File: config.mk
export PLATFORM = sky130hd
export DESIGN_NAME = mljs_ctrl
export DESIGN_NICKNAME = d
export VERILOG_FILES = /design/src/hdl/mljs_pkg.sv /design/src/hdl/mljs_ctrl.sv
export SDC_FILE = /design/constraint.sdc
export NUM_CORES = 1
export LEC_CHECK = 0
export ABC_AREA = 0
export BUFFER_PORTS_ARGS = -buffer_cell sky130_fd_sc_hd__buf_2
export CAP_MARGIN = 25
export CELL_PAD_IN_SITES_DETAIL_PLACEMENT = 2
export CELL_PAD_IN_SITES_GLOBAL_PLACEMENT = 2
export CORE_ASPECT_RATIO = 0.7
export CORE_MARGIN = 1
export CORE_UTILIZATION = 35
export CTS_CLUSTER_SIZE = 40
export DETAILED_ROUTE_END_ITERATION = 16
export HOLD_SLACK_MARGIN = 0.03
export PLACE_DENSITY_LB_ADDON = 0.1
export SLEW_MARGIN = 20
export SYNTH_ARGS = -nofsm -noshare
export SYNTH_HDL_FRONTEND = slang
export SYNTH_SLANG_ARGS = --single-unit
File: constraint.sdc
create_clock -name clk -period 7.79 [get_ports clk]
set_input_delay 0.779 -clock clk [delete_from_list [all_inputs] [get_ports clk]]
set_output_delay 0.779 -clock clk [all_outputs]
set_load 0.02 [all_outputs]
File: src/hdl/mljs_pkg.sv
// Shared constants, datapath command codes and status types of the Metropolis step core.
package mljs_pkg;

  localparam int GRID_SIDE = 100;
  localparam int IDX_W     = $clog2(GRID_SIDE);
  localparam int COEF_W    = IDX_W + 2;
  localparam int GX_W      = COEF_W + 25;
  localparam int DIFF_W    = (IDX_W + 28 > 35) ? IDX_W + 28 : 35;
  localparam int ACC_W     = 2 * IDX_W + 33;

  localparam int CFG_W     = 24;
  localparam int CFG_IDX_W = 2;

  localparam logic [CFG_IDX_W-1:0] CFG_GRID_SPACING   = 2'd0;
  localparam logic [CFG_IDX_W-1:0] CFG_SIGMA_MEAN     = 2'd1;
  localparam logic [CFG_IDX_W-1:0] CFG_THERMAL_ENERGY = 2'd2;

  localparam logic [CFG_W-1:0] RST_GRID_SPACING   = 24'd131072;
  localparam logic [CFG_W-1:0] RST_SIGMA_MEAN     = 24'd36045;
  localparam logic [CFG_W-1:0] RST_THERMAL_ENERGY = 24'd6554;

  typedef enum logic [4:0] {
    OP_NONE,
    OP_CUT2,
    OP_GX,
    OP_ROW,
    OP_NEXTI,
    OP_GY,
    OP_COL,
    OP_NEXTJ,
    OP_SQ0,
    OP_SQ1,
    OP_SQ2,
    OP_SQ3,
    OP_ESEL_OLD,
    OP_ESEL_NEW,
    OP_DIVE,
    OP_S2,
    OP_S3,
    OP_C,
    OP_C6,
    OP_ACC,
    OP_DU,
    OP_DIVX,
    OP_TINIT,
    OP_TMUL,
    OP_DIVT,
    OP_TACC,
    OP_PINIT,
    OP_PSQ,
    OP_FIN_TAKE,
    OP_FIN_KEEP
  } dp_op_t;

  typedef struct packed {
    dp_op_t op;
    logic   idle;
  } ctl_cmd_t;

  typedef struct packed {
    logic row_out;
    logic col_out;
    logic far;
    logic sat;
    logic div_busy;
    logic last_i;
    logic last_j;
    logic sel_new;
    logic du_neg;
    logic du_big;
    logic xq_zero;
    logic last_n;
    logic last_sq;
    logic p_gt;
    logic out_free;
  } dp_status_t;

endpackage

File: src/hdl/mljs_ctrl.sv
// Sequencer that steps the datapath through the grid scan, energy and acceptance test.
module mljs_ctrl
  import mljs_pkg::*;
(
  input  logic       clk,
  input  logic       rst_n,
  input  logic       in_valid,
  input  dp_status_t status,
  output ctl_cmd_t   cmd
);

  typedef enum logic [5:0] {
    S_IDLE, S_CUT2, S_GX, S_ROW, S_ROWCHK, S_GY, S_COL, S_COLCHK,
    S_SQ0, S_SQ1, S_FARCHK, S_SQ2, S_SQ3, S_ESELO, S_ESELN, S_SATCHK,
    S_DIVE, S_DIVEW, S_S2, S_S3, S_C, S_C6, S_ACC, S_NEXTJ, S_NEXTI,
    S_DU, S_DUCHK, S_DIVX, S_DIVXW, S_XCHK, S_TINIT, S_TMUL, S_DIVT,
    S_DIVTW, S_TACC, S_PINIT, S_PSQ, S_DECIDE, S_FINT, S_FINR
  } state_t;

  state_t   state_r, state_nxt;
  ctl_cmd_t cmd_r;

  function automatic dp_op_t op_of(input state_t s);
    dp_op_t o;
    case (s)
      S_CUT2:  o = OP_CUT2;
      S_GX:    o = OP_GX;
      S_ROW:   o = OP_ROW;
      S_NEXTI: o = OP_NEXTI;
      S_GY:    o = OP_GY;
      S_COL:   o = OP_COL;
      S_NEXTJ: o = OP_NEXTJ;
      S_SQ0:   o = OP_SQ0;
      S_SQ1:   o = OP_SQ1;
      S_SQ2:   o = OP_SQ2;
      S_SQ3:   o = OP_SQ3;
      S_ESELO: o = OP_ESEL_OLD;
      S_ESELN: o = OP_ESEL_NEW;
      S_DIVE:  o = OP_DIVE;
      S_S2:    o = OP_S2;
      S_S3:    o = OP_S3;
      S_C:     o = OP_C;
      S_C6:    o = OP_C6;
      S_ACC:   o = OP_ACC;
      S_DU:    o = OP_DU;
      S_DIVX:  o = OP_DIVX;
      S_TINIT: o = OP_TINIT;
      S_TMUL:  o = OP_TMUL;
      S_DIVT:  o = OP_DIVT;
      S_TACC:  o = OP_TACC;
      S_PINIT: o = OP_PINIT;
      S_PSQ:   o = OP_PSQ;
      S_FINT:  o = OP_FIN_TAKE;
      S_FINR:  o = OP_FIN_KEEP;
      default: o = OP_NONE;
    endcase
    return o;
  endfunction

  always_comb begin
    state_nxt = state_r;
    case (state_r)
      S_IDLE:   if (in_valid) state_nxt = S_CUT2;
      S_CUT2:   state_nxt = S_GX;
      S_GX:     state_nxt = S_ROW;
      S_ROW:    state_nxt = S_ROWCHK;
      S_ROWCHK: state_nxt = status.row_out ? S_NEXTI : S_GY;
      S_GY:     state_nxt = S_COL;
      S_COL:    state_nxt = S_COLCHK;
      S_COLCHK: state_nxt = status.col_out ? S_NEXTJ : S_SQ0;
      S_SQ0:    state_nxt = S_SQ1;
      S_SQ1:    state_nxt = S_FARCHK;
      S_FARCHK: state_nxt = status.far ? S_NEXTJ : S_SQ2;
      S_SQ2:    state_nxt = S_SQ3;
      S_SQ3:    state_nxt = S_ESELO;
      S_ESELO:  state_nxt = S_SATCHK;
      S_ESELN:  state_nxt = S_SATCHK;
      S_SATCHK: state_nxt = status.sat ? S_ACC : S_DIVE;
      S_DIVE:   state_nxt = S_DIVEW;
      S_DIVEW:  if (!status.div_busy) state_nxt = S_S2;
      S_S2:     state_nxt = S_S3;
      S_S3:     state_nxt = S_C;
      S_C:      state_nxt = S_C6;
      S_C6:     state_nxt = S_ACC;
      S_ACC:    state_nxt = status.sel_new ? S_NEXTJ : S_ESELN;
      S_NEXTJ:  state_nxt = status.last_j ? S_NEXTI : S_GY;
      S_NEXTI:  state_nxt = status.last_i ? S_DU : S_GX;
      S_DU:     state_nxt = S_DUCHK;
      S_DUCHK: begin
        if (status.du_neg) state_nxt = S_FINT;
        else if (status.du_big) state_nxt = S_FINR;
        else state_nxt = S_DIVX;
      end
      S_DIVX:   state_nxt = S_DIVXW;
      S_DIVXW:  if (!status.div_busy) state_nxt = S_XCHK;
      S_XCHK:   state_nxt = status.xq_zero ? S_FINT : S_TINIT;
      S_TINIT:  state_nxt = S_TMUL;
      S_TMUL:   state_nxt = S_DIVT;
      S_DIVT:   state_nxt = S_DIVTW;
      S_DIVTW:  if (!status.div_busy) state_nxt = S_TACC;
      S_TACC:   state_nxt = status.last_n ? S_PINIT : S_TMUL;
      S_PINIT:  state_nxt = S_PSQ;
      S_PSQ:    state_nxt = status.last_sq ? S_DECIDE : S_PSQ;
      S_DECIDE: state_nxt = status.p_gt ? S_FINT : S_FINR;
      S_FINT:   if (status.out_free) state_nxt = S_IDLE;
      S_FINR:   if (status.out_free) state_nxt = S_IDLE;
      default:  state_nxt = S_IDLE;
    endcase
  end

  always_ff @(posedge clk) begin
    if (!rst_n) begin
      state_r    <= S_IDLE;
      cmd_r.op   <= OP_NONE;
      cmd_r.idle <= 1'b1;
    end else begin
      state_r    <= state_nxt;
      cmd_r.op   <= op_of(state_nxt);
      cmd_r.idle <= (state_nxt == S_IDLE);
    end
  end

  assign cmd = cmd_r;

endmodule

### Word level (Yosys, flattened, before mapping)

Memories as Yosys holds them, arrays and structs flattened. A register that Yosys moved wholly into a read port is not among the register bits.
Index checks and enable logic that the tools add are counted.

* eq/ne operators: 39
* muxes and demuxes: 19
* reduce and logical (&&, ||, !) cells: 5

Operator list (number)
* case mux 6 bit (38 select lines): 1
* == test 6 x 5 -> 1 bit (second input constant): 16
* two-way mux 6 bit: 9
* == test 6 x 4 -> 1 bit (second input constant): 8
* == test 6 bit (second input constant): 8
* two-way mux 5 bit: 6
* == test 6 x 3 -> 1 bit (second input constant): 4
* == test 6 x 2 -> 1 bit (second input constant): 2
* logical NOT 6 bit: 2
* == test 6 x 1 -> 1 bit (second input constant): 1
* OR reduction 2 bit: 2
* two-way mux 3 bit: 1
* two-way mux 1 bit: 2
* logical NOT 1 bit: 1

* register bits after elaboration: 7
* bits in read-only memories: 320
* input port bits: 18
* output and inout bits: 6
* logic and storage cells: 66
* memories: 1

Memory list
* (no name shown): depth 64, width 5, rd ports 1, clocked after memory_dff 1, write ports 0, line mljs_ctrl.sv:25 `case (s)`

### Longest topological paths before layout

Gate-level depths: netlist (run 1).

* depth after elaboration: 4
* mapped depth: 15
* depth with buffers taken out: 12

### Worst setup path after synthesis (run 1)

No wires, ideal clock.

* path type: input to register
* start: input port status[13] in the netlist's numbering
* end: register cmd[2] (netlist name)
* setup time: 0.122 ns
* arrival: 2.739 ns
* data required time: 7.668 ns
* setup slack: 4.929 ns
* cell stages on the path: 12
* buffers on the path: 0
* path through: nand2b_1 a31oi_1 nor3_1 nor4_1 and4b_1 inv_1 ha_1 inv_1 nor3_1 a21oi_1 mux2i_1 a311o_1

* word-level cells in the longest chain between the ends: 2

Ends and longest elaborated chain
* from (decl): line mljs_ctrl.sv:8 `input dp_status_t status,`
* two-way mux 5 bit: line mljs_ctrl.sv:70 `S_COLCHK: state_nxt = status.col_out ? S_NEXTJ : S_SQ0;`
* case mux 6 bit (38 select lines): line mljs_ctrl.sv:62 `case (state_r)`
* named net state_nxt[0]: line mljs_ctrl.sv:20 `state_t state_r, state_nxt;`

The timed path passes the listed nets, and every way through them passes these cells.
A chain may end at the register's enable or synchronous reset.

### Final worst setup path (run 1)

* start: register state_r[1]
* end: register cmd[1] (netlist name)

* word-level cells in the longest chain between the ends: 3
* elaborated cells between the ends (all ways): 48
* classes of those cells: eq/ne: 39; mux: 6; reduce/logical: 3

Ends and longest elaborated chain
* from (decl): line mljs_ctrl.sv:20
* from (signal assigned): line mljs_ctrl.sv:117 `state_r <= state_nxt;`
* == test 6 bit or == test 6 x 4 -> 1 bit (tied branches): line mljs_ctrl.sv:62
* OR reduction 2 bit (no source line)
* case mux 6 bit (38 select lines) (*): line mljs_ctrl.sv:62
* named net state_nxt[0]: line mljs_ctrl.sv:20

The timed path passes the listed nets; every way through them passes the cells marked *.

==> results of run 1 <==
## worst reg2reg max path: cells and delay by family (launching register included)
kind	cells	cell delay, ns
AO/OA/AOI/OAI	3	0.68
buffers and inverters	1	0.21
flip-flops	1	0.91
AND/OR/NAND/NOR	4	1.23
adder cells (fa/ha/maj)	2	0.67
## worst min-delay path by stage
stage / start / end / slack, ns / depth (start not counted)
detailed placement: rst_n / cmd[2] / 1.08 / 2
global route: rst_n / cmd[2] / 0.85 / 2
floorplan: state_r[0] / cmd[3] / 0.85 / 4
CTS: rst_n / cmd[2] / 0.84 / 2
global placement: rst_n / cmd[4] / 1.06 / 2
finish: rst_n / cmd[2] / 0.83 / 2
## registers in the layout, indices dropped and copies added, names as in the netlist
signal   count
cmd          6
state_r      6
## cells in the final DEF (no fill, tap or decap), types with 3 or more instances in the layout
cell	instances
a311oi_1	3
mux2i_1	6
o2bb2ai_1	3
nor2_1	20
nand2b_1	11
a21oi_1	10
nor4bb_1	4
nand3_1	4
ha_1	8
buf_2	23
a31oi_1	6
inv_1	11
nor4_1	5
nor4b_1	3
a211o_1	3
nor3_1	14
dfxtp_1	12
clkbuf_8	4
o21ai_0	11
nor2b_1	5
nand2_1	14
## per-layer routing
layer | up-vias | wire length, um | global-route usage (%)
met5 | - | 0 | 0
met4 | 0 | 52 | 5.51
met3 | 8 | 407 | 4.72
met2 | 66 | 2660 | 41.3
met1 | 861 | 3210 | 45.6
li1 | 836 | - | -
## cell families after synthesis
logic type      after synthesis
simple gates                 97
compound gates               61
buf+inv                      28
flops                        12
fa+ha+maj                    10
mux                           7
xor+xnor                      2
## power by group through the flow
stage                     clock, mW  combinational (mW)  sequential (mW)
after floorplan                   0               0.189           0.0932
after global placement            0               0.232            0.105
after detailed placement          0               0.244            0.108
after CTS                    0.0727               0.246            0.107
after global routing         0.0750               0.281            0.108
final                        0.0718               0.255            0.104
## per-stage QoR
step / util (%) / worst slack, ns / hold WS, ns / power (mW)
2_1_floorplan: - / 4.93 / 0.845 / 0.282
3_3_place_gp: 40.2 / 4.16 / 1.06 / 0.337
3_5_place_dp: 40.2 / 3.98 / 1.08 / 0.352
4_1_cts: 41.6 / 3.97 / 0.837 / 0.425
5_1_grt: 42.0 / 3.69 / 0.851 / 0.464
6_report: 42.0 / 3.94 / 0.834 / 0.430
## cell type report
cell class	count	share of cell area [%]
Tap cell	52	3.77
Clock buffer	4	3.19
Multi-Input combinational cell	177	68.7
Sequential cell	12	13.9
Inverter	11	2.39
Timing Repair Buffer	25	7.98
==> out/metrics.cfg, run 1 <==
[drt]
route.detailed.drc=0
drt_pass1_iterations=4
wire_per_inst_um=22.5
routed_wl_um=6330
drt-initial-drc-count=125
vias_per_cell=6.30
ant_nets=0
routed-via-count=1771

[placed_design]
dp_cells=276
postPlaceCellArea_um2=1660
place_hpwl_um=4710
port_buffers=23
place_congestion=0.913

[grt]
grt_pass1_wl_um=10200
grt_pass1_vias=1789
grt_max_degree=33
overflow=0
track_usage_pct=29.1
antenna_found_initial=0

[synthesis]
syn-num-nets=243
synthMuxAreaShare_pct=4.55
synth_compound_area_share_pct=27.7
synth_flop_cell=dfxtp_1
synth_top_family_by_area=simple AND/OR/NAND/NOR gates
yosys.area.top_type=dfxtp_1
synth_common_cells=nor2_1 (20), nand2_1 (14), nor3_1 (14)
yosys.area_share.adder_pct=7.75
synth-xor-area-share_pct=1.12
synth_warnings=0
synth_seq_area_share_pct=15.3
synthCells=217
synth_most_common_cell=nor2_1
synth_top_area_share_pct=15.3
synth_edf_count=0
synthTopCellsByArea=dfxtp_1 (15%), ha_1 (6.4%), nor2_1 (4.8%)
syn_area_um2=1570
synth-seq-cells=12
synthDistinctLibCells=63
synth-simple-area-share_pct=34.6
synth_area_per_cell_um2=7.22
synth-async-reset-ratio_pct=0

[power]
seq_power_share_pct=24.1
ir_drop_mv=0.173
netSwitchingFraction_pct=50.2
p_comb_share_pct=59.2
clock_power_share_pct=16.7
internal-power_mw=0.214
power_leakage_nw=0.714
p_per_area_nw_per_um2=249
switching_power_mw=0.216

[critical_path]
rr_worst_depth=10
worst_ep_required_time_ns=7.90
crit_family=simple AND/OR/NAND/NOR gates
cp_slowest_cell=dfxtp_1
crit_buf_inv=1
rrSetupSlack_ns=3.94
reg2reg_from=state_r[1]
cp.depth=10
critical_path_class=reg2reg
path_cells=or2_0, nor3_1, a211o_1, nor4_1, and4b_1, inv_1, ha_1, maj3_2, o221ai_1, a31oi_1
cp-end-kind=flop
timing.critical_path.from=state_r[1]
cp-start-kind=flop
cp.arrival_ns=3.96
endpoint=cmd[1]
cp_max_fo=27
max_stage_delay_ns=0.91
r2r-end=cmd[1]

[min_path]
hold_class=in2reg

[sta]
hold_viol=0
fmax_mhz=260
worst_slew_pin_slew_ns=1.06
maxSlewViolCount=0
fin_skew_ns=0.00582
relSlewSlack_pct=28.9
fin_crit_ns=3.85
fin_setup_tns_ns=0
rsz0062_at_grt=no
post-route-period-util_pct=49.5
finalSetupViolations=0

[cells_and_area]
stdcell_area_um2=1730
drive_gt1_share_pct=15.7
regArea_um2=240
syn2layout_area_growth_pct=10.1
fin_nets=256
fill_cells=508
multiInputGateArea_um2=1190
final_cells=281
diodes=0

[cts]
h-tree-depth=1
clk_pin_slew_ns=0.06
clock_latency_ns=0.25
cts_sinks=12
max-clock-path-buffers=2
numCtsBuffers=3
ctsResizeCount=0
cts_tree=done
postCtsHoldBufs=0
root_buffer=clkbuf_8
post_cts_buffers=0

[floorplan]
rows=19
initial_core_util_pct=38.1
num_io_pins=24
core_area_um2=4110
dieArea_um2=4750
die_w_um=82.0
dieHeight_um=58.0

[flow_run]
max_cap_viol_count=0

[run_status]
status=completed

(Power assumes the default switching activity.)
==> run 2, diff against run 1 <==
--- a/config.mk
+++ b/config.mk
@@ -12,7 +12,7 @@
 export CELL_PAD_IN_SITES_GLOBAL_PLACEMENT = 2
 export CORE_ASPECT_RATIO = 0.7
 export CORE_MARGIN = 1
-export CORE_UTILIZATION = 35
+export CORE_UTILIZATION = 32
 export CTS_CLUSTER_SIZE = 40
 export DETAILED_ROUTE_END_ITERATION = 16
 export HOLD_SLACK_MARGIN = 0.03
==> constraint.sdc (replaced) <==
create_clock -name clk -period 3.99 [get_ports clk]
set_input_delay 0.399 -clock clk [delete_from_list [all_inputs] [get_ports clk]]
set_output_delay 0.399 -clock clk [all_outputs]
set_load 0.02 [all_outputs]
==> run 2 against run 1 <==
Net effect:
- setup slack lost 3.6 ns
- clock-buffer cell count is the same
- clock power grew 87%
- core utilization shrank 2.7 points
- routed wire length shrank 1.6%
- die area grew 9.1%
- flip-flop and latch count is the same
- critical path depth grew 2
- critical endpoint is now cmd[2]
- register-to-register slack lost 3.6 ns
- combinational power grew 110%
- total power grew 98%
- sequential share of layout area shrank 0.26 points
- largest power group unchanged
==> out/metrics.cfg, run 2 (synthesis results as in run 1) <==
[power]
internal-power_mw=0.432
ir_drop_mv=0.140
p_comb_share_pct=62.0
p_per_area_nw_per_um2=483
netSwitchingFraction_pct=49.4
power_leakage_nw=0.743
clock_power_share_pct=15.7
seq_power_share_pct=22.3
switching_power_mw=0.422
power_mw=0.854

[floorplan]
initial_core_util_pct=34.8
core_area_um2=4500
num_io_pins=24
dieArea_um2=5180
rows=20
die_w_um=85.6
dieHeight_um=60.5

[critical_path]
reg2reg_from=state_r[1]
rr_worst_depth=12
endpoint=cmd[2]
r2r-end=cmd[2]
timing.critical_path.from=state_r[1]
rrSetupSlack_ns=0.30
cp.arrival_ns=3.82
critical_path_class=reg2reg
cp_max_fo=11
cp-start-kind=flop
cp-end-kind=flop
worst_ep_required_time_ns=4.12

[cts]
post_cts_buffers=0
cts_tree=done
root_buffer=clkbuf_8
ctsResizeCount=0
max-clock-path-buffers=2
cts_sinks=12
postCtsHoldBufs=0
h-tree-depth=1
numCtsBuffers=3
clock_latency_ns=0.24
clk_pin_slew_ns=0.06

[placed_design]
place_congestion=0.927
port_buffers=23
place_hpwl_um=4770

[cells_and_area]
layout_common_cells=buf_2 (23), nor2_1 (20), nand2_1 (14), nor3_1 (14)
layout_commonest_cell=buf_2
utilization_pct=39.3
fin_nets=262
diodes=0
drive_gt1_share_pct=18.3
syn2layout_area_growth_pct=12.9

[sta]
finalSetupViolations=0
rsz0062_at_grt=no
hold_viol=0
relSlewSlack_pct=51.6
fmax_mhz=271
fin_crit_ns=3.69
post-route-period-util_pct=92.4
fin_skew_ns=0.00286
worst_slew_pin_slew_ns=0.721
maxSlewViolCount=0
fin_setup_tns_ns=0

[grt]
track_usage_pct=25.5
grt_pass1_vias=1812
overflow=0
grt_max_degree=20
antenna_found_initial=0
grt_pass1_wl_um=10000

[drt]
drt-initial-drc-count=125
wire_per_inst_um=21.5
route.detailed.drc=0
routed_wl_um=6220
vias_per_cell=6.31
ant_nets=0
routed-via-count=1829
drt_pass1_iterations=4

[min_path]
hold_class=in2reg

[run_status]
status=completed

[flow_run]
max_cap_viol_count=0

## run 2: cell types whose count changed in the layout (fill, tap and decap cells not counted), sizes merged
cell | before | now
buf | 25 | 31
## run 2: cell type report
type | count | area, um^2
Clock buffer | 4 | 55.1
Inverter | 11 | 41.3
Sequential cell | 12 | 241
Fill cell | 572 | 2740
Multi-Input combinational cell | 177 | 1190
Tap cell | 55 | 68.8
Timing Repair Buffer | 31 | 175
## run 2: worst max-delay path, stage by stage (launching register included)
cell and delay, ns:
dfxtp_1 0.57, or2_0 0.42, nor3_1 0.12, a211o_1 0.33, nor4_1 0.36, and4b_1 0.47
inv_1 0.25, ha_1 0.29, inv_1 0.09, nor3_1 0.07, a21oi_1 0.17, mux2i_1 0.10
a311o_1 0.33
## run 2: layer usage
layer  global-route usage (%)  vias to the layer above  part of all wire, %
met1                     39.6                      916                   51
li1                         -                      851                    -
met4                     3.33                        0                 0.58
met3                     1.63                        5                  6.5
met5                        0                        -                    0
met2                     39.7                       57                   42
## run 2: how the worst min path moves through the flow
| stage | start | to | slack [ns] | depth (start not counted) |
|---|---|---|---|---|
| 2_1_floorplan | rst_n | cmd[4] | 0.53 | 1 |
| 3_3_place_gp | rst_n | cmd[4] | 0.68 | 2 |
| 3_5_place_dp | rst_n | cmd[4] | 0.69 | 2 |
| 4_1_cts | rst_n | cmd[4] | 0.43 | 2 |
| 5_1_grt | rst_n | cmd[4] | 0.43 | 2 |
| 6_report | rst_n | cmd[4] | 0.44 | 2 |
## run 2: power by group through the flow
stage	Clock, mW	Combinational (mW)	Sequential, mW
2_1_floorplan	0	0.370	0.182
3_3_place_gp	0	0.513	0.188
3_5_place_dp	0	0.522	0.191
4_1_cts	0.137	0.525	0.189
5_1_grt	0.140	0.585	0.195
6_report	0.134	0.529	0.190
## run 2: per-stage QoR
stage	cell area, um^2	setup WS (ns)	instances	hold WS [ns]
after floorplan	1570	1.16	217	0.527
after global placement	1710	0.285	286	0.682
after detailed placement	1710	0.225	286	0.685
after CTS	1770	0.223	290	0.432
after global routing	1770	0.102	290	0.433
final	1770	0.303	290	0.442
